[src/hw/rtl/rtfm_pkg.sv]
`timescale 1ns / 1ps
// Shared types and constants for the route table first-match block.
// No dependencies; every other file in hw/rtl but the assertion header refers to this package.
package rtfm_pkg;

    localparam int MAX_ROUTES_DEF = 64;
    localparam int MAX_IFACES_DEF = 16;

    localparam int ACTION_W      = 2;
    localparam int INDEX_W       = 6;
    localparam int ADDR_W        = 32;
    localparam int IFACE_W       = 4;
    localparam int ROUTE_COUNT_W = 7;
    localparam int IFACE_COUNT_W = 5;
    localparam int CFG_ADDR_W    = 4;
    localparam int CFG_DATA_W    = 32;

    localparam logic [ACTION_W-1:0] ACT_WR_ROUTE = 2'd0;
    localparam logic [ACTION_W-1:0] ACT_WR_IFACE = 2'd1;
    localparam logic [ACTION_W-1:0] ACT_LOOKUP   = 2'd2;

    localparam logic [1:0] REG_ROUTE_COUNT = 2'd0;
    localparam logic [1:0] REG_IFACE_COUNT = 2'd1;
    localparam logic [1:0] REG_PREF_SRC    = 2'd2;

    localparam logic [ADDR_W-1:0] NET_A_MASK = 32'hFF00_0000;
    localparam logic [ADDR_W-1:0] LOOP_NET   = 32'h7F00_0000;
    localparam logic [ADDR_W-1:0] LOOP_HOST  = 32'h7F00_0001;

    typedef struct packed {
        logic [ACTION_W-1:0] action;
        logic [INDEX_W-1:0]  entry_index;
        logic [ADDR_W-1:0]   entry_addr;
        logic [ADDR_W-1:0]   entry_mask;
        logic [IFACE_W-1:0]  entry_iface;
        logic [ADDR_W-1:0]   lookup_addr;
    } item_t;

    typedef struct packed {
        logic               found;
        logic [IFACE_W-1:0] out_iface;
        logic [ADDR_W-1:0]  source_addr;
        logic               via_loopback;
    } result_t;

    // Search token walking the route cells.
    typedef struct packed {
        logic               active;
        logic               hit;
        logic [IFACE_W-1:0] iface;
    } rt_tok_t;

    // Search token walking the interface cells.
    typedef struct packed {
        logic               active;
        logic               route_hit;
        logic [IFACE_W-1:0] route_iface;
        logic               local_hit;
        logic               loop_hit;
        logic [IFACE_W-1:0] loop_slot;
        logic [ADDR_W-1:0]  src;
    } if_tok_t;

    // Write beat decoded for the table cells.
    typedef struct packed {
        logic               route_en;
        logic               iface_en;
        logic [INDEX_W-1:0] index;
        logic [ADDR_W-1:0]  addr;
        logic [ADDR_W-1:0]  mask;
        logic [IFACE_W-1:0] iface;
    } wr_t;

endpackage

[src/hw/rtl/rtfm_route_cell.sv]
`timescale 1ns / 1ps
// One route table entry plus one stage of the route search chain.
// Depends on rtfm_pkg.
module rtfm_route_cell #(
    parameter int IDX = 0
) (
    input  logic                                   clk,
    input  logic                                   rst_n,
    input  rtfm_pkg::wr_t                          wr,
    input  logic [rtfm_pkg::ROUTE_COUNT_W-1:0]     route_count,
    input  logic [rtfm_pkg::ADDR_W-1:0]            dest,
    input  rtfm_pkg::rt_tok_t                      tok_in,
    output rtfm_pkg::rt_tok_t                      tok_out
);

    logic [rtfm_pkg::ADDR_W-1:0]  dest_reg;
    logic [rtfm_pkg::ADDR_W-1:0]  mask_reg;
    logic [rtfm_pkg::IFACE_W-1:0] iface_reg;
    rtfm_pkg::rt_tok_t            tok_reg;
    rtfm_pkg::rt_tok_t            tok_next;
    logic                         wr_hit;
    logic                         entry_valid;
    logic                         match;

    assign wr_hit      = wr.route_en && (32'(wr.index) == 32'(IDX));
    assign entry_valid = 32'(IDX) < 32'(route_count);
    assign match       = entry_valid && ((dest & mask_reg) == dest_reg);

    // First match wins: take the entry only if nothing upstream hit.
    always_comb
    begin
        tok_next = tok_in;
        if (tok_in.active && !tok_in.hit && match)
        begin
            tok_next.hit   = 1'b1;
            tok_next.iface = iface_reg;
        end
    end

    always_ff @(posedge clk)
    begin
        if (wr_hit)
        begin
            dest_reg  <= wr.addr;
            mask_reg  <= wr.mask;
            iface_reg <= wr.iface;
        end
    end

    always_ff @(posedge clk or negedge rst_n)
    begin
        if (!rst_n)
        begin
            tok_reg <= '0;
        end
        else
        begin
            tok_reg <= tok_next;
        end
    end

    assign tok_out = tok_reg;

endmodule

[config.mk]
export PLATFORM = sky130hd
export DESIGN_NAME = rtfm_route_cell
export DESIGN_NICKNAME = d
export VERILOG_FILES = /design/src/hw/rtl/rtfm_pkg.sv /design/src/hw/rtl/rtfm_route_cell.sv
export SDC_FILE = /design/constraint.sdc
export NUM_CORES = 1
export LEC_CHECK = 0
export BUFFER_PORTS_ARGS = -buffer_cell sky130_fd_sc_hd__buf_2
export CORE_ASPECT_RATIO = 1.1
export CORE_MARGIN = 2
export CORE_UTILIZATION = 24
export CTS_CLUSTER_SIZE = 10
export DETAILED_ROUTE_END_ITERATION = 10
export GPL_ROUTABILITY_DRIVEN = 1
export SETUP_SLACK_MARGIN = 0.2
export SYNTH_ARGS = -nofsm -noshare
export SYNTH_HDL_FRONTEND = slang
export SYNTH_SLANG_ARGS = --single-unit
[constraint.sdc]
create_clock -name clk -period 1.4 [get_ports clk]
set_input_delay 0 -clock clk [delete_from_list [all_inputs] [get_ports clk]]
set_output_delay 0 -clock clk [all_outputs]
set_load 0.03 [all_outputs]
Yosys cells after proc, flatten, opt, wreduce, memory -nomap -nowiden --
Cells that the tools add are included.
Cells by class: reductions and logical operators 6, bitwise operators 1, order comparisons 1, multiplexer cells 1, equality and inequality tests 1
Operators by type and width (number):
- 32-bit bitwise AND | 1
- 32-bit equality test | 1
- 1-bit by 7-bit less-than comparator with 1-bit output, first input constant | 1
- 6-bit logical NOT | 1
- 5-bit two-way mux | 1
- 1-bit logical AND | 4
- 1-bit logical NOT | 1
Word-level totals: word-level logic and storage cells 16, output and inout port bits 6, flip-flop bits (word level) 74

Depth between registers and ports, before layout --
Gate-level depths: netlist (run 1).
depth in word-level cells 5, mapped depth 6, depth with buffers taken out 6

Worst setup path after synthesis (run 1) --
OpenSTA, ideal clock, no wires.
kind input to register, start input wr[70] (netlist bit), end register dest_reg[0] (netlist bit), enable pin, stages 2, slack -6.376 ns, arrival 7.107 ns, path through or4b_2 > nor4_1
Between the ends: longest elaborated chain between the ends 2
RTL lines:
- start, declared | line rtfm_route_cell.sv:9 | input rtfm_pkg::wr_t wr,
- 6-bit logical NOT | line rtfm_route_cell.sv:25 | assign wr_hit = wr.route_en && (32'(wr.index) == 32'(IDX));
- 1-bit logical AND | line rtfm_route_cell.sv:25
- via wr_hit | line rtfm_route_cell.sv:21 | logic wr_hit;
- end signal, assigned | line rtfm_route_cell.sv:44 | dest_reg <= wr.addr;
- end, declared | line rtfm_route_cell.sv:16 | logic [rtfm_pkg::ADDR_W-1:0] dest_reg;
The timed path passes the listed nets, and every way through them passes these cells. A chain may end at the register's enable or synchronous reset.

==> qor.yml, run 1 <==
yosysWarnings: 0
yosys_register_bits: 74
root_buffer: "clkbuf_16"
nFillCells: 1044
multi_input_area_um2: 638
grt_max_degree: 23
antenna_found_initial: 0
place_hpwl_mm: 4.48
coreArea_um2: 11400
synth_area_leaders: "edfxtp_1 (73%), xor2_1 (9.1%), dfrtp_1 (5.4%)"
worstSetupPathType: "reg2reg"
path_cells: "nand2_2 > xor2_1 > nand4_1 > nor4b_2 > buf_4 > nand4_4 > mux2_4"
diodes: 0
synth_edf_count: 68
cp_data_arrival_time_ns: 1.91
nets: 510
post-route-period-util_pct: 121
synth.most_common_cell: "edfxtp_1"
synth_common_cells: "edfxtp_1 (68), nand2_1 (32), xor2_1 (29)"
grt-ovfl-total: 0
track_usage_pct: 10.9
netlist_area_um2: 2790
dieArea_um2: 12500
insertion_delay_ns: 0.33
synth.avg_cell_area_um2: 17.5
dr.pass1.iters: 4
skew_ns: 0.00503
seqPwrFrac_pct: 44.0
seqCellArea_um2: 2190
cts_tree: "built"
ant_nets: 0
postRouteWirelength_mm: 6.67
relSlewSlack_pct: 77.1
die_x_um: 107
cts_max_level: 3
clock_path_buffers: 2
peakVddDrop_v: 0.000625
combPwrFrac_pct: 7.8
p_sw_share_pct: 17.8
worstSetupEndpointType: "flip-flop"
syn2layout_area_growth_pct: 76.4
finalSetupViolations: 5
ys.flop_type: "edfxtp_1"
yosysUniqueCellTypes: 17
p_per_area_nw_per_um2: 1130
yosysTopAreaCellShare_pct: 73.2
p_clk_share_pct: 48.1
reg2reg_depth: 7
utilization_pct: 43.2
clkTransAtPathRegs_ns: 0.06
cts_made_buffers: 9
slew_violations: 0
setup_slack_ns: -0.290
port-buffer-count: 127
fmax_mhz: 592
period_minus_slack_ns: 1.69
ios: 129
worst_slew_pin_slew_ns: 0.339
synth_fp_nets: 282
vias: 2094
cp-start-kind: "flip-flop"
place_congestion: 0.687
initial_utilization_pct: 24.5
power_switching_mw: 0.990
grt_pass1_vias: 2231
holdWs_ns: 0.0116
power.leakage_nw: 2.02
intPower_mw: 4.56
p_total_mw: 5.55
die_h_um: 117
async_flop_share_pct: 8.11
drt_iter0_drc: 43
drc: 0
violations: "negative setup slack"
wl_per_cell_um: 12.3
grt_first_pass_wirelength_mm: 9.91
hp-class: "in2async"
viasPerCell: 3.86
cpMaxStageDelayCell: "edfxtp_1"
yosysSeqAreaShare_pct: 78.6
max_cap_viol_count: 0
cp.required_ns: 1.62
rsz0062_at_grt: "yes"
row_count: 41
status: "finished, violations left"
crit_fanout: 5
synth_top_area_cell: "edfxtp_1"
syn_inst: 159
cpPeakStageDelay_ns: 0.38
drive_gt1_share_pct: 43.6
cts_sinks: 74
finalHoldViolations: 0
[kinds of logic after synthesis]
| group | Yosys count | synth area share, % |
|---|---|---|
| mux | 4 | 1.61 |
| flops | 74 | 78.6 |
| simple gates | 48 | 9.15 |
| xor+xnor | 32 | 10.0 |
| compound gates | 1 | 0.583 |
[worst max-delay path, delay by kind of cell (launching register included)]
family                 cells  cell delay (ns)
XOR/XNOR                   1             0.16
flip-flops                 1             0.38
AND/OR/NAND/NOR            4             0.56
buffers and inverters      1             0.15
multiplexers               1             0.33
[routing by layer]
| layer | global-route usage [%] | share of wire [%] | vias up |
|---|---|---|---|
| li1 | - | - | 1045 |
| met4 | 6.49 | 2.2 | 0 |
| met1 | 10.5 | 37 | 973 |
| met2 | 20.5 | 56 | 64 |
| met5 | 0 | 0 | - |
| met3 | 3.21 | 4.9 | 12 |
[per-stage QoR]
stage	instance area (um^2)	setup TNS (ns)	worst slack, ns	std cells
6_report	4920	-1.17	-0.290	542
5_1_grt	4920	-1.86	-0.424	542
4_1_cts	4880	-1.36	-0.327	541
3_5_place_dp	3770	-11.95	-0.384	450
3_3_place_gp	3770	-10.95	-0.356	450
2_1_floorplan	2820	-123.74	-1.81	159
[power groups by stage]
stage	registers (mW)	clock network, mW	logic (mW)
floorplan	2.51	0	0.0544
global placement	2.49	0	0.264
detailed placement	2.49	0	0.271
CTS	2.44	2.75	0.434
global route	2.44	2.86	0.474
finish	2.44	2.67	0.436
[layout by cell type (no fill, tap or decap)]
master           n
buf_2          127
dlygate4sd3_1   75
edfxtp_1        68
nand2_1         31
xor2_1          29
clkbuf_16       10
buf_4           10
nand4_1          7
dfrtp_1          6
mux2_4           4
xnor2_1          3
bufinv_16        3
clkinv_2         2
clkbuf_8         2
buf_12           2
buf_6            2
nor3_2           1
or4_4            1
o41ai_2          1
nor4_2           1
nand2_2          1
nor4b_2          1
nor2_1           1
nand4_4          1
or4b_4           1
nor4_4           1
nand2b_1         1
[path summary, 6_finish.rpt]
kind / start / end / slack [ns]
min in group clk: tok_in[4] / tok_out[4]$_DFF_PN0_ / 0.18
max in group asynchronous: rst_n / tok_out[0]$_DFF_PN0_ / 1.26
hold / removal: rst_n / tok_out[4]$_DFF_PN0_ / 0.01
setup reg to reg: mask_reg[6]$_DFFE_PP_ / tok_out[2]$_DFF_PN0_ / -0.29
setup / recovery: mask_reg[6]$_DFFE_PP_ / tok_out[2]$_DFF_PN0_ / -0.29
hold reg to reg: iface_reg[3]$_DFFE_PP_ / tok_out[3]$_DFF_PN0_ / 0.48
[layout make-up]
type                    instances  share of cell area, %
well taps                     150                   3.81
clock inverters                 5                   2.03
flip-flops and latches         74                   44.6
multi-input cells              85                   13.0
repair buffers                217                   31.5
clock buffers                  11                   5.14
[timing repair]
action	4_1_cts	5_1_grt
pin swaps	8	2
setup buffers	0	0
gates cloned	0	1
setup endpoints to repair	46	27
hold buffers	75	0
resized for setup	2	3
hold endpoints to repair	80	0
Power figures use the tool's default switching activity.
==> run 2: changes to the inputs <==
Settings changed: CORE_UTILIZATION 24 to 50, PLACE_DENSITY set to 0.85.
Clock period 1.4 ns to 2.05 ns, I/O delays scaled along.
==> run 2 against run 1 <==
Compared with the run above: the flow now finishes without violations; largest cell class unchanged; clock skew increased by 0.0033 ns; worst setup slack improved by 0.59 ns; first-iteration DRC count increased by 150%; final cell count down 16%; sequential share of layout area grew 3.6 points; wire length rose by 6.6%; global-route usage rose by 12 points; combinational power decreased by 31%.
==> qor.yml, run 2 (same netlist as run 1, synthesis figures left out) <==
clkTransAtPathRegs_ns: 0.07
skew_ns: 0.00829
grt-ovfl-total: 0
finalSetupViolations: 0
crit_fanout: 5
insertion_delay_ns: 0.34
drive_gt1_share_pct: 39.5
wl_per_cell_um: 15.6
power.leakage_nw: 1.85
dp.cells: 362
root_buffer: "clkbuf_8"
cts_tree: "built"
status: "completed"
finalHoldViolations: 0
hp-class: "in2reg"
die_h_um: 82.3
port-buffer-count: 127
row_count: 28
viasPerCell: 4.69
wl_met2_mm: 3.85
cp.required_ns: 2.26
r2r-start: "mask_reg[2]$_DFFE_PP_"
r2r_end: "tok_out[2]$_DFF_PN0_"
whs_path_depth: 3
relSlewSlack_pct: 76.2
cpPeakStageDelay_ns: 0.37
utilization_pct: 84.3
rsz0062_at_grt: "yes"
place_hpwl_mm: 3.75
syn2layout_area_growth_pct: 63.2
grt_max_degree: 69
min-delay-start: "wr[71]"
clock_path_buffers: 2
fmax_mhz: 571
drc: 0
place_congestion: 0.717
multi_input_area_um2: 629
dr.pass1.iters: 4
worst_slew_pin_slew_ns: 0.353
cts_sinks: 74
cp-start-kind: "flip-flop"
dieArea_um2: 6190
ant_nets: 0
r2r_slack_ns: 0.30
layout_common_cells: "buf_2 (127), dlygate4sd3_1 (77), edfxtp_1 (68)"
wl_met3_um: 553
post-route-period-util_pct: 85.4
period_minus_slack_ns: 1.75
grt_first_pass_wirelength_mm: 10.3
seqCellArea_um2: 2190
slew_violations: 0
cts_max_level: 3
worstSetupEndpointType: "flip-flop"
nets: 498
layout_commonest_cell: "buf_2"
p_per_area_nw_per_um2: 693
path_cells: "nand2_1 > xor2_1 > nand4_1 > nor4_4 > nand4_4 > mux2_1"
vias: 2132
topRoutingLayerUsed: "met4"
antenna_found_initial: 0
postRouteWirelength_mm: 7.12
grt_pass1_vias: 2337
max_cap_viol_count: 0
ios: 129
met1_length_mm: 2.57
diodes: 0
holdWs_ns: 0.212
die_x_um: 75.2
reg2reg_depth: 6
worstSetupPathType: "reg2reg"
peakVddDrop_v: 0.000607
coreArea_um2: 5400
track_usage_pct: 23.3
cts_made_buffers: 9
postCtsSetupRepairBufs: 0
drt_iter0_drc: 106
final_cells: 455
initial_utilization_pct: 51.7
cp_data_arrival_time_ns: 1.96
cpMaxStageDelayCell: "edfxtp_1"
holdPathEnd: "mask_reg[5]$_DFFE_PP_"
nFillCells: 281
==> run 2: where the power goes <==
group,internal [mW],switching (mW),leakage [nW]
Combinational,0.199,0.103,1.07
Sequential,1.66,0.00455,0.682
Clock,0.677,0.506,0.104
Total,2.54,0.613,1.85
==> run 2: area by class of cell <==
cell class	count	area share, %
clock buffer	10	2.80
clock inverter	6	1.79
multi-input combinational	85	13.8
sequential	74	48.2
tap	75	2.06
timing repair buffer	205	31.3
==> run 2: metrics by stage <==
step | total power, mW | area (um^2) | TNS, ns | setup WS, ns
finish | 3.15 | 4550 | 0 | 0.300
global placement | 1.87 | 3560 | 0 | 0.228
floorplan | 1.75 | 2810 | -78.79 | -1.16
global route | 3.26 | 4550 | 0 | 0.191
CTS | 3.16 | 4540 | 0 | 0.202
detailed placement | 1.88 | 3560 | 0 | 0.218
==> run 2: repair_timing <==
| action | 4_1_cts | 5_1_grt |
|---|---|---|
| resized for setup | 0 | 2 |
| hold buffers | 77 | 0 |
| hold endpoints to repair | 80 | 0 |
| endpoints found under the setup margin | 0 | 4 |
==> run 2: critical path: cells and delay by family (launching register included) <==
family / cells / cell delay, ns
multiplexers: 1 / 0.35
flip-flops: 1 / 0.37
AND/OR/NAND/NOR: 4 / 0.71
XOR/XNOR: 1 / 0.21
==> run 2: per-layer routing <==
metal  up-vias  GRT usage, %
met1       993          24.2
met5         -             0
li1       1017             -
met2       107          43.7
met3        15          7.04
met4         0          8.95
==> run 2: how the worst max path moves through the flow <==
stage | from | end | cells past startpoint
final | mask_reg[2]$_DFFE_PP_ | tok_out[2]$_DFF_PN0_ | 6
after global routing | mask_reg[31]$_DFFE_PP_ | tok_out[2]$_DFF_PN0_ | 6
after CTS | mask_reg[20]$_DFFE_PP_ | tok_out[1]$_DFF_PN0_ | 6
after detailed placement | mask_reg[20]$_DFFE_PP_ | tok_out[1]$_DFF_PN0_ | 6
after global placement | mask_reg[14]$_DFFE_PP_ | tok_out[2]$_DFF_PN0_ | 6
after floorplan | wr[70] | dest_reg[0]$_DFFE_PP_ | 2
==> run 3: changes to the inputs <==
Settings changed: CELL_PAD_IN_SITES_DETAIL_PLACEMENT set to 1, CELL_PAD_IN_SITES_GLOBAL_PLACEMENT set to 2, CORE_UTILIZATION 50 to 30, CTS_CLUSTER_DIAMETER set to 120, PLACE_DENSITY 0.85 to unset, PLACE_DENSITY_LB_ADDON set to 0.1.
Clock period 2.05 ns to 1.8 ns, I/O delays scaled along.
==> run 3 against run 2 <==
Compared with the run above: the flow now finishes with violations (negative hold slack); sequential cell count is the same; final cell count increased by 8.6%; register-to-register slack got worse by 0.20 ns; fmax up 2.7%; global-route usage fell by 9.0 points; clock power is 17% higher; total power increased by 14%; first-iteration DRC count fell by 49%; critical path depth unchanged; count of clock-buffer cells in the layout is the same; non-clock buffer count is the same; critical endpoint is now tok_out[3]$_DFF_PN0_; largest cell class unchanged.
==> qor.yml, run 3 (same netlist as run 1, synthesis figures left out) <==
crit_start: "mask_reg[6]$_DFFE_PP_"
layout_common_cells: "buf_2 (127), dlygate4sd3_1 (75), edfxtp_1 (68)"
fin_area_um2: 4620
intPower_mw: 2.89
power.leakage_nw: 1.87
final_cells: 494
nFillCells: 938
post-route-period-util_pct: 94.6
utilization_pct: 51.5
worstSetupEndpointType: "flip-flop"
fmax_mhz: 587
peakVddDrop_v: 0.000351
combPwrFrac_pct: 9.3
dpl_cell_area_um2: 3630
grt-ovfl-total: 0
dr.pass1.iters: 4
drc: 0
worstSetupPathType: "reg2reg"
cts_tree: "built"
cts_sinks: 74
insertion_delay_ns: 0.34
slew_violations: 0
viasPerCell: 4.18
place_hpwl_mm: 4.58
vias: 2064
cts_made_buffers: 9
drt_iter0_drc: 54
cp-start-kind: "flip-flop"
r2r-start: "mask_reg[6]$_DFFE_PP_"
wl_met3_um: 481
p_sw_share_pct: 19.9
finalSetupViolations: 0
ios: 129
track_usage_pct: 14.3
die_x_um: 95.9
seqPwrFrac_pct: 52.6
layout_commonest_cell: "buf_2"
power_switching_mw: 0.719
place_congestion: 0.673
hp-class: "in2reg"
topRoutingLayerUsed: "met4"
period_minus_slack_ns: 1.70
rsz0062_at_grt: "yes"
holdWs_ns: -0.0943
port-buffer-count: 127
wl_per_cell_um: 13.4
antenna_found_initial: 0
clkTransAtPathRegs_ns: 0.07
place_worst_setup_slack_ns: -0.0121
skew_ns: 0.00690
cp_data_arrival_time_ns: 1.92
finalHoldViolations: 1
setup_slack_ns: 0.0963
die_h_um: 105
nets: 498
diodes: 0
root_buffer: "clkbuf_8"
initial_utilization_pct: 31.1
ant_nets: 0
p_clk_share_pct: 38.1
dp.cells: 403
met1_length_mm: 2.49
grt_pass1_vias: 2352
p_per_area_nw_per_um2: 782
worst_slew_pin_slew_ns: 0.400
wl_met2_mm: 3.56
hold_buffers: 75
drive_gt1_share_pct: 40.0
row_count: 36
crit_fanout: 5
postRouteWirelength_mm: 6.63
cts_max_level: 3
status: "finished, violations left"
postCtsSetupRepairBufs: 0
coreArea_um2: 8960
grt_max_degree: 37
clock_path_buffers: 2
grt_first_pass_wirelength_mm: 10.9
max_cap_viol_count: 0
cp.required_ns: 2.02
min-delay-start: "tok_in[3]"
relSlewSlack_pct: 73.1
dieArea_um2: 10100
violations: "negative hold slack"
syn2layout_area_growth_pct: 65.5
-- run 3: changes by cell type in the layout (fill, tap and decap cells not counted) --
cell	delta
buf_12	+1
buf_4	+1
dlygate4sd3_1	-2
nor4b_2	-1
nor4b_4	+1
-- run 3: cell type report --
class	count	area, um^2	share of cell area, %
clock buffer	10	128	2.76
timing repair buffer	205	1430	31.1
clock inverter	6	81.3	1.76
multi-input combinational	85	638	13.8
sequential	74	2190	47.5
tap	114	143	3.09
-- run 3: metrics by stage --
| step | TNS, ns | power [mW] |
|---|---|---|
| 4_1_cts | 0 | 3.66 |
| 6_report | 0 | 3.61 |
| 3_3_place_gp | 0 | 2.14 |
| 2_1_floorplan | -95.79 | 1.99 |
| 3_5_place_dp | -0.0193 | 2.14 |
| 5_1_grt | -0.148 | 3.76 |
-- run 3: critical path, stage by stage (launching register included) --
cell	delay (ns)
edfxtp_1	0.37
nand2_1	0.08
xor2_1	0.16
nand4_1	0.17
nor4b_4	0.29
nand4_4	0.17
mux2_1	0.34
-- run 3: power by group through the flow --
stage               combinational (mW)  sequential [mW]  clock (mW)
finish                           0.336             1.90        1.38
global route                     0.371             1.90        1.49
CTS                              0.338             1.90        1.43
detailed placement               0.207             1.94           0
global placement                 0.201             1.93           0
floorplan                       0.0397             1.95           0
-- run 3: what timing repair did --
action	CTS	global route
resized for setup	3	0
pin swaps	2	0
endpoints found under the hold margin	80	1
endpoints found under the setup margin	4	4
-- run 3: worst paths after layout --
check                                  endpoint  slack, ns  depth (start not counted)
setup / recovery           tok_out[3]$_DFF_PN0_        0.1                          6
max in group asynchronous  tok_out[4]$_DFF_PN0_       0.97                          3
setup reg to reg           tok_out[3]$_DFF_PN0_        0.1                          6
min in group asynchronous  tok_out[0]$_DFF_PN0_       0.62                          3
hold reg to reg            tok_out[0]$_DFF_PN0_       0.47                          1
hold / removal             tok_out[3]$_DFF_PN0_      -0.09                          2
-- run 3: per-layer routing --
layer | up-vias | track usage, %
met1 | 956 | 16.6
met4 | 0 | 5.82
met3 | 9 | 3.53
met5 | - | 0
li1 | 1015 | -
met2 | 84 | 24.7
