`src/hw/rtl/rtfm_pkg.sv`:
```
`timescale 1ns / 1ps
// Shared types and constants for the route table first-match block.
// No dependencies; every other file in hw/rtl but the assertion header refers to this package.
package rtfm_pkg;

    localparam int MAX_ROUTES_DEF = 64;
    localparam int MAX_IFACES_DEF = 16;

    localparam int ACTION_W      = 2;
    localparam int INDEX_W       = 6;
    localparam int ADDR_W        = 32;
    localparam int IFACE_W       = 4;
    localparam int ROUTE_COUNT_W = 7;
    localparam int IFACE_COUNT_W = 5;
    localparam int CFG_ADDR_W    = 4;
    localparam int CFG_DATA_W    = 32;

    localparam logic [ACTION_W-1:0] ACT_WR_ROUTE = 2'd0;
    localparam logic [ACTION_W-1:0] ACT_WR_IFACE = 2'd1;
    localparam logic [ACTION_W-1:0] ACT_LOOKUP   = 2'd2;

    localparam logic [1:0] REG_ROUTE_COUNT = 2'd0;
    localparam logic [1:0] REG_IFACE_COUNT = 2'd1;
    localparam logic [1:0] REG_PREF_SRC    = 2'd2;

    localparam logic [ADDR_W-1:0] NET_A_MASK = 32'hFF00_0000;
    localparam logic [ADDR_W-1:0] LOOP_NET   = 32'h7F00_0000;
    localparam logic [ADDR_W-1:0] LOOP_HOST  = 32'h7F00_0001;

    typedef struct packed {
        logic [ACTION_W-1:0] action;
        logic [INDEX_W-1:0]  entry_index;
        logic [ADDR_W-1:0]   entry_addr;
        logic [ADDR_W-1:0]   entry_mask;
        logic [IFACE_W-1:0]  entry_iface;
        logic [ADDR_W-1:0]   lookup_addr;
    } item_t;

    typedef struct packed {
        logic               found;
        logic [IFACE_W-1:0] out_iface;
        logic [ADDR_W-1:0]  source_addr;
        logic               via_loopback;
    } result_t;

    // Search token walking the route cells.
    typedef struct packed {
        logic               active;
        logic               hit;
        logic [IFACE_W-1:0] iface;
    } rt_tok_t;

    // Search token walking the interface cells.
    typedef struct packed {
        logic               active;
        logic               route_hit;
        logic [IFACE_W-1:0] route_iface;
        logic               local_hit;
        logic               loop_hit;
        logic [IFACE_W-1:0] loop_slot;
        logic [ADDR_W-1:0]  src;
    } if_tok_t;

    // Write beat decoded for the table cells.
    typedef struct packed {
        logic               route_en;
        logic               iface_en;
        logic [INDEX_W-1:0] index;
        logic [ADDR_W-1:0]  addr;
        logic [ADDR_W-1:0]  mask;
        logic [IFACE_W-1:0] iface;
    } wr_t;

endpackage

```
`src/hw/rtl/rtfm_iface_cell.sv`:
```
`timescale 1ns / 1ps
// One interface address entry plus one stage of the interface search chain.
// Depends on rtfm_pkg.
module rtfm_iface_cell #(
    parameter int IDX = 0
) (
    input  logic                                   clk,
    input  logic                                   rst_n,
    input  rtfm_pkg::wr_t                          wr,
    input  logic [rtfm_pkg::IFACE_COUNT_W-1:0]     iface_count,
    input  logic [rtfm_pkg::ADDR_W-1:0]            dest,
    input  rtfm_pkg::if_tok_t                      tok_in,
    output rtfm_pkg::if_tok_t                      tok_out
);

    logic [rtfm_pkg::ADDR_W-1:0] addr_reg;
    rtfm_pkg::if_tok_t           tok_reg;
    rtfm_pkg::if_tok_t           tok_next;
    logic                        wr_hit;
    logic                        entry_valid;

    assign wr_hit      = wr.iface_en && (32'(wr.index) == 32'(IDX));
    assign entry_valid = 32'(IDX) < 32'(iface_count);

    always_comb
    begin
        tok_next = tok_in;
        if (tok_in.active)
        begin
            // Destination equals one of our own addresses: local.
            if (entry_valid && (addr_reg == dest))
            begin
                tok_next.local_hit = 1'b1;
            end
            // Lowest valid slot holding the loopback host.
            if (entry_valid && !tok_in.loop_hit && (addr_reg == rtfm_pkg::LOOP_HOST))
            begin
                tok_next.loop_hit  = 1'b1;
                tok_next.loop_slot = rtfm_pkg::IFACE_W'(IDX);
            end
            // Pick up the address of the interface the route leads to.
            if (32'(IDX) == 32'(tok_in.route_iface))
            begin
                tok_next.src = addr_reg;
            end
        end
    end

    always_ff @(posedge clk)
    begin
        if (wr_hit)
        begin
            addr_reg <= wr.addr;
        end
    end

    always_ff @(posedge clk or negedge rst_n)
    begin
        if (!rst_n)
        begin
            tok_reg <= '0;
        end
        else
        begin
            tok_reg <= tok_next;
        end
    end

    assign tok_out = tok_reg;

endmodule

```
`config.mk`:
```
export PLATFORM = sky130hd
export DESIGN_NAME = rtfm_iface_cell
export DESIGN_NICKNAME = d
export VERILOG_FILES = /design/src/hw/rtl/rtfm_pkg.sv /design/src/hw/rtl/rtfm_iface_cell.sv
export SDC_FILE = /design/constraint.sdc
export NUM_CORES = 1
export LEC_CHECK = 0
export BUFFER_PORTS_ARGS = -buffer_cell sky130_fd_sc_hd__buf_2
export CAP_MARGIN = 20
export CORE_ASPECT_RATIO = 1.4
export CORE_MARGIN = 5
export CORE_UTILIZATION = 40
export DETAILED_ROUTE_END_ITERATION = 7
export PLACE_DENSITY = 0.75
export SYNTH_ARGS = -nofsm -noshare
export SYNTH_HDL_FRONTEND = slang
export SYNTH_SLANG_ARGS = --single-unit
```
`constraint.sdc`:
```
create_clock -name clk -period 2 [get_ports clk]
set_input_delay 0.4 -clock clk [delete_from_list [all_inputs] [get_ports clk]]
set_output_delay 0.4 -clock clk [all_outputs]
set_load 0.02 [all_outputs]
```
Word-level counts from Yosys, hierarchy flattened
Cells that the tools add are included.
W data, S select, Z words.
- flip-flop bits (word level): 76
- bits in latches: 0
- RAM bits: 0
- bits in read-only memories: 0
- bits of input ports: 159
- logic and storage cells: 22
- memories: 0
- add/sub/neg operators: 0
- multiply operators: 0
- divide/modulo/power cells: 0
- $lt $le $gt $ge: 1
- eq/ne operators: 2
- shift-type cells: 0
- multiplexer cells: 4
- bitwise logic cells: 0
- reduce and logical (&&, ||, !) cells: 7
- operators with widths (operator ; number):
    $mux W38 ; 1
    $eq A32 B31 Y1 const B ; 1
    $eq A32 B32 Y1 ; 1
    $mux W32 ; 1
    $logic_not A6 Y1 ; 1
    $lt A1 B5 Y1 const A ; 1
    $mux W5 ; 1
    $logic_and A1 B1 Y1 ; 4
    $logic_not A4 Y1 ; 1
    $logic_not A1 Y1 ; 1
    $mux W1 ; 1

Depth between registers and ports, before layout
Gate-level depths: netlist of the first run.
- depth in word-level cells: 5
- mapped depth: 4
- depth with buffers taken out: 4

Worst setup path before layout of the first run
Ideal clock, no wire load.
- kind: input -> register
- start point: input wr[70] in the netlist's numbering
- end point: register addr_reg[0] in the netlist's numbering (enable)
- arrival time: 4.139 ns
- required time: 1.495 ns
- slack: -2.644 ns
- stages on the path: 2
- cells stage by stage: or4b_2 > nor4_1
- word-level cells in the longest chain between the ends: 2
- RTL lines (what ; RTL line ; source):
    start, declared ; rtfm_iface_cell.sv:9 ; input rtfm_pkg::wr_t wr,
    $logic_not A6 Y1 ; rtfm_iface_cell.sv:22 ; assign wr_hit = wr.iface_en && (32'(wr.index) == 32'(IDX));
    $logic_and A1 B1 Y1 ; rtfm_iface_cell.sv:22 ;
    net wr_hit ; rtfm_iface_cell.sv:19 ; logic wr_hit;
    end signal, assigned ; rtfm_iface_cell.sv:53 ; addr_reg <= wr.addr;
    end, declared ; rtfm_iface_cell.sv:16 ; logic [rtfm_pkg::ADDR_W-1:0] addr_reg;
The timed path passes the listed nets, and every way through them passes these cells.
A chain may end at the register's enable or synchronous reset.

Worst setup path after layout of the first run
- start point: input wr[70] in the netlist's numbering
- end point: register addr_reg[18] in the netlist's numbering (enable)
The elaborated chain is that of the path after synthesis.

==> summary.md, run 1 <==
| Metric | Value |
|---|---|
| Row cnt | 37 |
| Hold_buf cts | 0 |
| # IOs | 203 |
| Crit path max fanout | 32 |
| Final setup violation count | 0 |
| Footprint of the multi-input gates | 908 um2 |
| Fin nets | 516 |
| Core region area | 0.00731 mm2 |
| Highest clock rate | 0.647 GHz |
| Synth-to-Final Area Change | 41.8% |
| Mean post-synth cell area | 16.6 um2 |
| Max Cap Violations | 0 |
| Result of the run | completed |
| Worst Skew | 4.71 ps |
| # fillers | 663 |
| Gpl congestion | 0.751 |
| HP Class | input pin to asynchronous set/reset pin |
| DIE HEIGHT | 112 um |
| Pleak | 1.85 nW |
| Vias in the first global route | 2373 |
| Vias per inst | 4.53 |
| Synth warnings | 0 |
| Final wirelength | 7.81 mm |
| Synth cell types | 20 |
| Largest net degree at the start of global routing | 33 |
| Pins Over Slew Limit | 0 |
| Max FFs per register | 44 |
| Final Cycle Share | 77.3% |
| Drt initial violations | 50 |
| Cell Pwr Density | 795 mW/mm2 |
| First-pass GRT wire length | 11.8 mm |
| RSZ-0062 raised after global routing | false |
| CP arrival | 1590 ps |
| WL per Instance | 17.0 um |
| Number of gates resized after CTS | 0 |
| Congestion Overflow GR | 0 |
| H-tree Lvls | 3 |
| Cell area after synthesis | 0.00297 mm2 |
| Clock latency on the worst-skew pair | 340 ps |
| Clock buffer depth | 2 |
| Remaining DRCs | 0 |
| #FFs+latches synth | 76 |
| CTS tree | yes |
| Total power | 3.35 mW |
| GRT Resource Usage Total | 17.9% |
| Post-CTS setup buffer count | 0 |
| Startpoint Class | input pin |
| Router iterations before antenna repair | 4 |
| IO Port Bufs | 165 |
| Dpl hpwl | 6.42 mm |
| Worst Setup End Kind | flop |
| Final ANT Viol Nets | 0 |
| R2r setup slk | 510 ps |
| Root Driver | clkbuf_8 |
| Actual slew at the worst max-slew pin | 470 ps |
| Die width | 82.8 um |
| Die Area | 0.00926 mm2 |
| Register Area | 0.00206 mm2 |
| Relative slew slack | 68.7% |
| Maximum vdd drop | 0.552 mV |
| Layout cells sized above 1 | 61.3% |
| Initial core utilization | 40.6% |
| Util after Layout | 57.5% |
| Worst Path Required | 2040 ps |
| Final Hold Fails | 0 |
| Placed Instance Area | 0.00398 mm2 |
| Mapped Nets | 338 |
| Min cycle time layout | 1550 ps |
| CTS Sinks | 76 |
| Post-route cell area | 0.00421 mm2 |
| Via Count | 2079 |
| Share of the yosys chip area belonging to registers | 69.5% |
| Worst Setup Path Type | input pin to flop |
| Num CTS Buffers | 9 |
| Initial antenna violation count | 0 |
| Cell count after synthesis | 179 |
| # diodes | 0 |
| Clock-pin slew on the worst setup and hold paths | 70 ps |
-- stage by stage --
stage                     setup WS, ps  instances  hold WS, ps  setup TNS, ps
final                              453        459         3.67              0
after global routing               320        459         21.9              0
after CTS                          423        459         1.92              0
after detailed placement           101        443          387              0
after global placement             126        443          369              0
after floorplan                   -476        179          104         -15230
-- logic make-up (layout without fill, tap and decap cells) --
logic type      count (synthesis)  count (layout)  share of synthesized area [%]
simple gates                   34              34                           7.80
flops                          76              76                           69.5
mux                            32              32                           12.1
compound gates                  2               2                          0.591
buf+inv                         3             186                          0.506
xor+xnor                       32              32                           9.45
-- cell type report --
type | instances | share of cell area [%]
Clock inverter | 4 | 1.70
Sequential cell | 76 | 49.0
Timing Repair Buffer | 170 | 21.1
Clock buffer | 12 | 3.69
Multi-Input combinational cell | 100 | 21.6
Tap cell | 97 | 2.89
-- synth_stat cells (all sizes together) --
library cell | count | area [um2]
dfrtp | 44 | 1100
edfxtp | 32 | 961
mux2 | 32 | 360
xnor2 | 32 | 280
nand4 | 9 | 56.3
nor4 | 8 | 62.6
nor2b | 4 | 25.0
buf | 3 | 15.0
and4b | 2 | 20.0
nand2 | 2 | 7.51
nor2 | 2 | 7.51
nor3 | 2 | 10.0
a31o | 1 | 8.76
nand3 | 1 | 5.00
nor4bb | 1 | 10.0
o21ai | 1 | 8.76
or2 | 1 | 6.26
or4 | 1 | 11.3
or4b | 1 | 10.0
-- report_power, final --
group | switching [mW] | leakage [nW] | internal, mW
clock network | 0.524 | 0.110 | 0.767
registers | 0.0163 | 0.801 | 1.68
logic | 0.177 | 0.938 | 0.182
-- worst max-delay path, stage by stage --
cell and delay [ps]:
buf_2 100, or4b_4 530, nor4_4 290, buf_12 250
-- layer usage --
layer  wire [um]  track usage, %
met1        2710            18.8
met2        4270            30.8
met5           0               0
met3         637            5.99
met4         189            8.94
-- layout by cell type (no fill, tap or decap), types with 2 or more instances in the layout --
| cell type | instances |
|---|---|
| and4b_1 | 2 |
| nor3_1 | 2 |
| nand4_1 | 9 |
| clkbuf_8 | 11 |
| nand2_1 | 2 |
| mux2_2 | 32 |
| buf_2 | 165 |
| nor4_2 | 2 |
| dfrtp_1 | 44 |
| xnor2_1 | 32 |
| nor2_1 | 2 |
| buf_12 | 2 |
| nor2b_1 | 4 |
| nor4_1 | 5 |
| edfxtp_1 | 32 |
| buf_4 | 3 |
| bufinv_16 | 2 |
-- path summary, 6_finish.rpt --
kind	startpoint	end	cells past startpoint
hold / removal	rst_n	tok_out[22]$_DFF_PN0_	1
min in group clk	tok_in[42]	tok_out[42]$_DFF_PN0_	1
setup / recovery	wr[70]	addr_reg[18]$_DFFE_PP_	4
max in group asynchronous	rst_n	tok_out[12]$_DFF_PN0_	2
setup reg to reg	addr_reg[1]$_DFFE_PP_	tok_out[32]$_DFF_PN0_	5
hold reg to reg	addr_reg[30]$_DFFE_PP_	tok_out[30]$_DFF_PN0_	1
No activity file was read; power rests on OpenSTA's default activity.
==> run 2, diff against run 1 <==
--- a/config.mk
+++ b/config.mk
@@ -5,13 +5,14 @@
 export SDC_FILE = /design/constraint.sdc
 export NUM_CORES = 1
 export LEC_CHECK = 0
+export ABC_AREA = 1
 export BUFFER_PORTS_ARGS = -buffer_cell sky130_fd_sc_hd__buf_2
 export CAP_MARGIN = 20
 export CORE_ASPECT_RATIO = 1.4
 export CORE_MARGIN = 5
 export CORE_UTILIZATION = 40
 export DETAILED_ROUTE_END_ITERATION = 7
-export PLACE_DENSITY = 0.75
+export PLACE_DENSITY = 0.73
 export SYNTH_ARGS = -nofsm -noshare
 export SYNTH_HDL_FRONTEND = slang
 export SYNTH_SLANG_ARGS = --single-unit
==> constraint.sdc (replaced) <==
create_clock -name clk -period 1.5 [get_ports clk]
set_input_delay 0.3 -clock clk [delete_from_list [all_inputs] [get_ports clk]]
set_output_delay 0.3 -clock clk [all_outputs]
set_load 0.02 [all_outputs]
==> summary.md, run 2 <==
| Metric | Value |
|---|---|
| Setup TNS | 0 ps (unchanged) |
| Clock-pin slew on the worst setup and hold paths | 80 ps (was 70 ps) |
| Relative slew slack | 64.8% (was 68.7%) |
| CTS Sinks | 76 (unchanged) |
| Post-CTS setup buffer count | 0 (unchanged) |
| Launch point of the critical path | addr_reg[31]$_DFFE_PP_ (was wr[70]) |
| CP endpoint | tok_out[34]$_DFF_PN0_ (was addr_reg[18]$_DFFE_PP_) |
| Vias per inst | 4.39 (was 4.53) |
| Remaining DRCs | 0 (unchanged) |
| Worst hold slack | 5.49 ps (was 3.67 ps) |
| Top layer in use | met4 (unchanged) |
| Synth cell types | 20 (unchanged) |
| CTS tree | yes (unchanged) |
| Cell area after synthesis | 0.00318 mm2 (was 0.00297 mm2) |
| Largest net degree at the start of global routing | 45 (was 33) |
| Mean post-synth cell area | 10.4 um2 (was 16.6 um2) |
| # IOs | 203 (unchanged) |
| #FFs+latches synth | 76 (unchanged) |
| Synth warnings | 0 (unchanged) |
| Number of gates resized after CTS | 0 (unchanged) |
| Total power | 4.44 mW (was 3.35 mW) |
| Footprint of the multi-input gates | 887 um2 (was 908 um2) |
| Worst Path Required | 1730 ps (was 2040 ps) |
| Combinational Power Share | 11.2% (was 10.7%) |
| Reg-to-reg startpoint | addr_reg[31]$_DFFE_PP_ (was addr_reg[1]$_DFFE_PP_) |
| Fin nets | 641 (was 516) |
| Pins Over Slew Limit | 0 (unchanged) |
| Placed Instance Area | 0.00414 mm2 (was 0.00398 mm2) |
| Sequential share of power | 50.9% (was 50.7%) |
| Vias in the first global route | 2709 (was 2373) |
| Initial core utilization | 41.0% (was 40.6%) |
| FF-to-FF End | tok_out[34]$_DFF_PN0_ (was tok_out[32]$_DFF_PN0_) |
| GRT Resource Usage Total | 16.4% (was 17.9%) |
| Worst Setup End Kind | flop (unchanged) |
| Core region area | 0.00775 mm2 (was 0.00731 mm2) |
| Final wirelength | 7.96 mm (was 7.81 mm) |
| Congestion Overflow GR | 0 (unchanged) |
| Maximum vdd drop | 0.558 mV (was 0.552 mV) |
| Highest clock rate | 0.745 GHz |
| DR WL met3 | 565 um (was 637 um) |
| Clock share of power | 37.9% (was 38.6%) |
| Synth-to-Final Area Change | 37.5% (was 41.8%) |
| Register Area | 0.00206 mm2 (unchanged) |
| Actual slew at the worst max-slew pin | 528 ps (was 470 ps) |
| Share of the yosys chip area belonging to registers | 64.8% (was 69.5%) |
| Crit path max fanout | 4 (was 32) |
| HP Class | input pin to asynchronous set/reset pin (unchanged) |
| Cell Pwr Density | 1020 mW/mm2 (was 795 mW/mm2) |
| Switching portion of total power | 22.4% (was 21.4%) |
| Cell count after synthesis | 306 (was 179) |
| Count leader, synth | nand2_1 (was dfrtp_1) |
| # diodes | 0 (unchanged) |
| Via Count | 2578 (was 2079) |
| Root Driver | clkbuf_8 (unchanged) |
| Commonest non-fill, non-tap cells in the layout | buf_2, nand2_1, inv_1 (was buf_2, dfrtp_1, mux2_2, xnor2_1, edfxtp_1) |
| Router iterations before antenna repair | 4 (unchanged) |
| Worst Skew | 7.86 ps (was 4.71 ps) |
| IO Port Bufs | 165 (unchanged) |
| Final setup violation count | 0 (unchanged) |
| Final Cycle Share | 89.5% |
| Synth top area share | 34.6% (was 37.1%) |
| Max Cap Violations | 0 (unchanged) |
| Synth top area cells | dfrtp_1, edfxtp_1, nand2_1 (was dfrtp_1, edfxtp_1, mux2_2) |
| Final Hold Fails | 0 (unchanged) |
| P_int | 3.44 mW (was 2.63 mW) |
| Dpl hpwl | 6.71 mm (was 6.42 mm) |
| Die Area | 0.00986 mm2 (was 0.00926 mm2) |
| Commonest non-fill, non-tap cell in the layout | buf_2 (unchanged) |
| Post-synth ARST share | 57.9% (unchanged) |
| Die width | 85.4 um (was 82.8 um) |
| Util after Layout | 56.4% (was 57.5%) |
| Result of the run | completed (unchanged) |
| R2r worst-path depth | 6 (was 5) |
| CP arrival | 1580 ps (was 1590 ps) |
| DIE HEIGHT | 116 um (was 112 um) |
| Post-route cell area | 0.00437 mm2 (was 0.00421 mm2) |
| Layout cells sized above 1 | 39.6% (was 61.3%) |
| Row cnt | 38 (was 37) |
| Initial antenna violation count | 0 (unchanged) |
| Mapped Nets | 465 (was 338) |
| Clock latency on the worst-skew pair | 350 ps (was 340 ps) |
| RSZ-0062 raised after global routing | false (unchanged) |
| # fillers | 693 (was 663) |
| Drt initial violations | 156 (was 50) |
| First-pass GRT wire length | 12.1 mm (was 11.8 mm) |
| R2r setup slk | 160 ps (was 510 ps) |
| Num CTS Buffers | 9 (unchanged) |
| Most used DFF post-synth | dfrtp_1 (unchanged) |
| WL met1 | 2.96 mm (was 2.71 mm) |
| Pleak | 2.26 nW (was 1.85 nW) |
| Max FFs per register | 44 (unchanged) |
| Hold_buf cts | 0 (unchanged) |
| Psw | 0.995 mW (was 0.717 mW) |
| WL per Instance | 13.6 um (was 17.0 um) |
| Gpl congestion | 0.836 (was 0.751) |
| Final ANT Viol Nets | 0 (unchanged) |
| Top cells by count, synth | nand2_1, inv_1, dfrtp_1 (was dfrtp_1, edfxtp_1, mux2_2, xnor2_1, nand4_1) |
| Synth area leader | dfrtp_1 (unchanged) |
| Min cycle time layout | 1340 ps |
| Startpoint Class | flop (was input pin) |
| Number of flops mapped to enable cells by yosys | 32 (unchanged) |
| Worst Setup Path Type | flop to flop (was input pin to flop) |
| Clock buffer depth | 2 (unchanged) |
| Metal2 WL | 4.11 mm (was 4.27 mm) |
| H-tree Lvls | 3 (unchanged) |
==> run 2: metrics by stage <==
step	cells	worst slack, ps
final	587	158
after global routing	587	21.5
after CTS	587	159
after floorplan	306	46.3
after global placement	571	112
after detailed placement	571	109
==> run 2: critical path: stages (launching register included) <==
cell      delay [ps]
edfxtp_1         420
nor3_1           220
nand3_1           90
nor2_1           110
nand2_1          100
nor2_2           220
nor2_1            70
==> run 2: area by class of cell <==
cell class	instances	area share (%)
Multi-Input combinational cell	175	20.3
Inverter	49	4.21
Clock inverter	4	1.20
Tap cell	100	2.86
Timing Repair Buffer	171	20.2
Clock buffer	12	4.06
Sequential cell	76	47.2
==> run 2: kinds of logic after synthesis <==
group	share of synthesized area [%]
AOI/OAI and AO/OA	4.96
DFF	64.8
and+or+nand+nor	16.7
muxes	0.944
xor gates and xnor gates	5.23
buffers and inverters	7.32
==> run 2: how the worst min path moves through the flow <==
stage	cells past startpoint	end	slack (ps)
global route	1	tok_out[42]$_DFF_PN0_	30
global placement	2	tok_out[26]$_DFF_PN0_	390
CTS	2	tok_out[39]$_DFF_PN0_	6
detailed placement	2	tok_out[39]$_DFF_PN0_	400
finish	2	tok_out[43]$_DFF_PN0_	5
floorplan	0	tok_out[0]$_DFF_PN0_	4
==> run 2: power groups by stage <==
stage | combinational, mW | clock [mW] | sequential [mW]
floorplan | 0.124 | 0 | 2.40
global placement | 0.489 | 0 | 2.30
detailed placement | 0.502 | 0 | 2.31
CTS | 0.504 | 1.75 | 2.26
global route | 0.549 | 1.83 | 2.27
finish | 0.497 | 1.68 | 2.26
==> run 2: per-layer routing <==
layer	vias to the layer above	GRT usage, %
li1	1318	-
met1	1135	17.8
met2	106	29.0
met3	19	2.84
met4	0	11.3
met5	-	0
==> run 3, diff against run 2 <==
--- a/config.mk
+++ b/config.mk
@@ -11,6 +11,7 @@
 export CORE_ASPECT_RATIO = 1.4
 export CORE_MARGIN = 5
 export CORE_UTILIZATION = 40
+export CTS_BUF_LIST = sky130_fd_sc_hd__clkbuf_16
 export DETAILED_ROUTE_END_ITERATION = 7
 export PLACE_DENSITY = 0.73
 export SYNTH_ARGS = -nofsm -noshare
==> summary.md, run 3 (synthesis results as in run 2) <==
| Metric | Value |
|---|---|
| Result of the run | completed (unchanged) |
| Core region area | 0.00775 mm2 (unchanged) |
| Final setup violation count | 0 (unchanged) |
| Total power | 5.04 mW (was 4.44 mW) |
| Die Area | 0.00986 mm2 (unchanged) |
| Pleak | 2.31 nW (was 2.26 nW) |
| Maximum vdd drop | 0.644 mV (was 0.558 mV) |
| Commonest non-fill, non-tap cells in the layout | buf_2, nand2_1, inv_1 (unchanged) |
| Util after Layout | 57.7% (was 56.4%) |
| Setup TNS | 0 ps (unchanged) |
| Largest net degree at the start of global routing | 45 (unchanged) |
| Levels on crit path | 6 (unchanged) |
| # fillers | 679 (was 693) |
| Fin nets | 641 (unchanged) |
| DIE HEIGHT | 116 um (unchanged) |
| Final Cycle Share | 88.9% (was 89.5%) |
| Clock latency on the worst-skew pair | 330 ps (was 350 ps) |
| Worst Skew | 4.73 ps (was 7.86 ps) |
| H-tree Lvls | 3 (unchanged) |
| Clock-pin slew on the worst setup and hold paths | 60 ps (was 80 ps) |
| Max FFs per register | 44 (unchanged) |
| Post-route cell area | 0.00447 mm2 (was 0.00437 mm2) |
| Critical Path, Cell by Cell | nor3_1 > nand3_1 > nor2_1 > nand2_1 > nor2_2 > nor2_1 (unchanged) |
| Post-CTS setup buffer count | 0 (unchanged) |
| Fin worst setup slack | 167 ps (was 158 ps) |
| Actual slew at the worst max-slew pin | 532 ps (was 528 ps) |
| Layout cells sized above 1 | 39.6% (unchanged) |
| Max Cap Violations | 0 (unchanged) |
| Crit path max fanout | 4 (unchanged) |
| Pins Over Slew Limit | 0 (unchanged) |
| Vias per inst | 4.41 (was 4.39) |
| Final wirelength | 8.09 mm (was 7.96 mm) |
| Final Hold Fails | 0 (unchanged) |
| Cell Pwr Density | 1130 mW/mm2 (was 1020 mW/mm2) |
| CTS tree | yes (unchanged) |
| Cells after DPL | 571 (unchanged) |
| Hold_buf cts | 0 (unchanged) |
| # diodes | 0 (unchanged) |
| Commonest non-fill, non-tap cell in the layout | buf_2 (unchanged) |
| Congestion Overflow GR | 0 (unchanged) |
| R2r setup slk | 170 ps (was 160 ps) |
| Final ANT Viol Nets | 0 (unchanged) |
| Row cnt | 38 (unchanged) |
| Gpl congestion | 0.836 (unchanged) |
| Worst Setup End Kind | flop (unchanged) |
| Clock buffer depth | 2 (unchanged) |
| Die width | 85.4 um (unchanged) |
| WL per Instance | 13.8 um (was 13.6 um) |
| # IOs | 203 (unchanged) |
| Num CTS Buffers | 9 (unchanged) |
| Combinational Power Share | 9.9% (was 11.2%) |
| Via Count | 2587 (was 2578) |
| Highest clock rate | 0.750 GHz (was 0.745 GHz) |
| Max incr delay on CP | 410 ps (was 420 ps) |
| CTS Sinks | 76 (unchanged) |
| Synth-to-Final Area Change | 40.6% (was 37.5%) |
| Switching portion of total power | 21.4% (was 22.4%) |
| Startpoint Class | flop (unchanged) |
| R2r worst-path depth | 6 (unchanged) |
| CP arrival | 1550 ps (was 1580 ps) |
| GRT Resource Usage Total | 16.7% (was 16.4%) |
| Drt initial violations | 122 (was 156) |
| CP top delay family | simple AND/OR/NAND/NOR gates (unchanged) |
| Launch point of the critical path | addr_reg[31]$_DFFE_PP_ (unchanged) |
| Vias in the first global route | 2703 (was 2709) |
| First-pass GRT wire length | 12.3 mm (was 12.1 mm) |
| Clock share of power | 45.2% (was 37.9%) |
| Initial core utilization | 41.0% (unchanged) |
| Reg-to-reg startpoint | addr_reg[31]$_DFFE_PP_ (unchanged) |
| CP most frequent cell | nor2_1 (unchanged) |
| Post-place setup slack | 109 ps (unchanged) |
| Placed Instance Area | 0.00414 mm2 (unchanged) |
| Worst Path Required | 1710 ps (was 1730 ps) |
| CP endpoint | tok_out[34]$_DFF_PN0_ (unchanged) |
| Min cycle time layout | 1330 ps (was 1340 ps) |
| P_int | 3.96 mW (was 3.44 mW) |
| Psw | 1.08 mW (was 0.995 mW) |
| Relative slew slack | 64.5% (was 64.8%) |
| FF-to-FF End | tok_out[34]$_DFF_PN0_ (unchanged) |
| Sequential share of power | 44.9% (was 50.9%) |
| Dpl hpwl | 6.71 mm (unchanged) |
| IO Port Bufs | 165 (unchanged) |
| RSZ-0062 raised after global routing | false (unchanged) |
| Buf/Inv on CP | 0 (unchanged) |
| Crit path max-delay cell type | edfxtp_1 (unchanged) |
| HP Class | input pin to asynchronous set/reset pin (unchanged) |
| Root Driver | clkbuf_16 (was clkbuf_8) |
| Fin cells | 587 (unchanged) |
| Initial antenna violation count | 0 (unchanged) |
| Remaining DRCs | 0 (unchanged) |
| Worst Setup Path Type | flop to flop (unchanged) |
| Number of gates resized after CTS | 0 (unchanged) |
| Worst hold slack | 28.4 ps (was 5.49 ps) |
| Router iterations before antenna repair | 4 (unchanged) |
## run 3: cell count changes in the layout (fill, tap and decap cells not counted)
cell / previous run / this run
clkbuf_16: 2 / 11
clkbuf_8: 9 / 0
inv_1: 49 / 50
clkbuf_1: 1 / 0
## run 3: worst min path at each step
stage | slack, ps | from | end
3_5_place_dp | 400 | rst_n | tok_out[39]$_DFF_PN0_
6_report | 30 | rst_n | tok_out[39]$_DFF_PN0_
4_1_cts | 50 | rst_n | tok_out[39]$_DFF_PN0_
2_1_floorplan | 4 | rst_n | tok_out[0]$_DFF_PN0_
5_1_grt | 60 | tok_in[42] | tok_out[42]$_DFF_PN0_
3_3_place_gp | 390 | rst_n | tok_out[26]$_DFF_PN0_
## run 3: cell type report
class                           count  area, um2  area share [%]
Sequential cell                    76       2060            46.1
Multi-Input combinational cell    175        887            19.8
Timing Repair Buffer              171        883            19.7
Clock buffer                       11        275            6.15
Inverter                           49        184            4.11
Tap cell                          100        125            2.80
Clock inverter                      5       56.3            1.26
## run 3: power by group through the flow
stage | Clock [mW] | Sequential (mW) | Combinational (mW)
2_1_floorplan | 0 | 2.40 | 0.124
3_3_place_gp | 0 | 2.30 | 0.489
3_5_place_dp | 0 | 2.31 | 0.502
4_1_cts | 2.31 | 2.27 | 0.505
5_1_grt | 2.42 | 2.27 | 0.549
6_report | 2.28 | 2.26 | 0.498
## run 3: worst register-to-register path, delay by kind of cell, from the launching register on
kind             cells  cell delay, ps
flip-flops           1             410
AND/OR/NAND/NOR      6             810
## run 3: layer usage
metal	part of all wire [%]	track usage [%]	wire length [um]	vias up
met3	7.7	3.49	620	20
met4	3.3	10.0	268	0
met2	52	29.6	4170	117
li1	-	-	-	1316
met5	0	0	0	-
met1	37	18.2	3030	1134
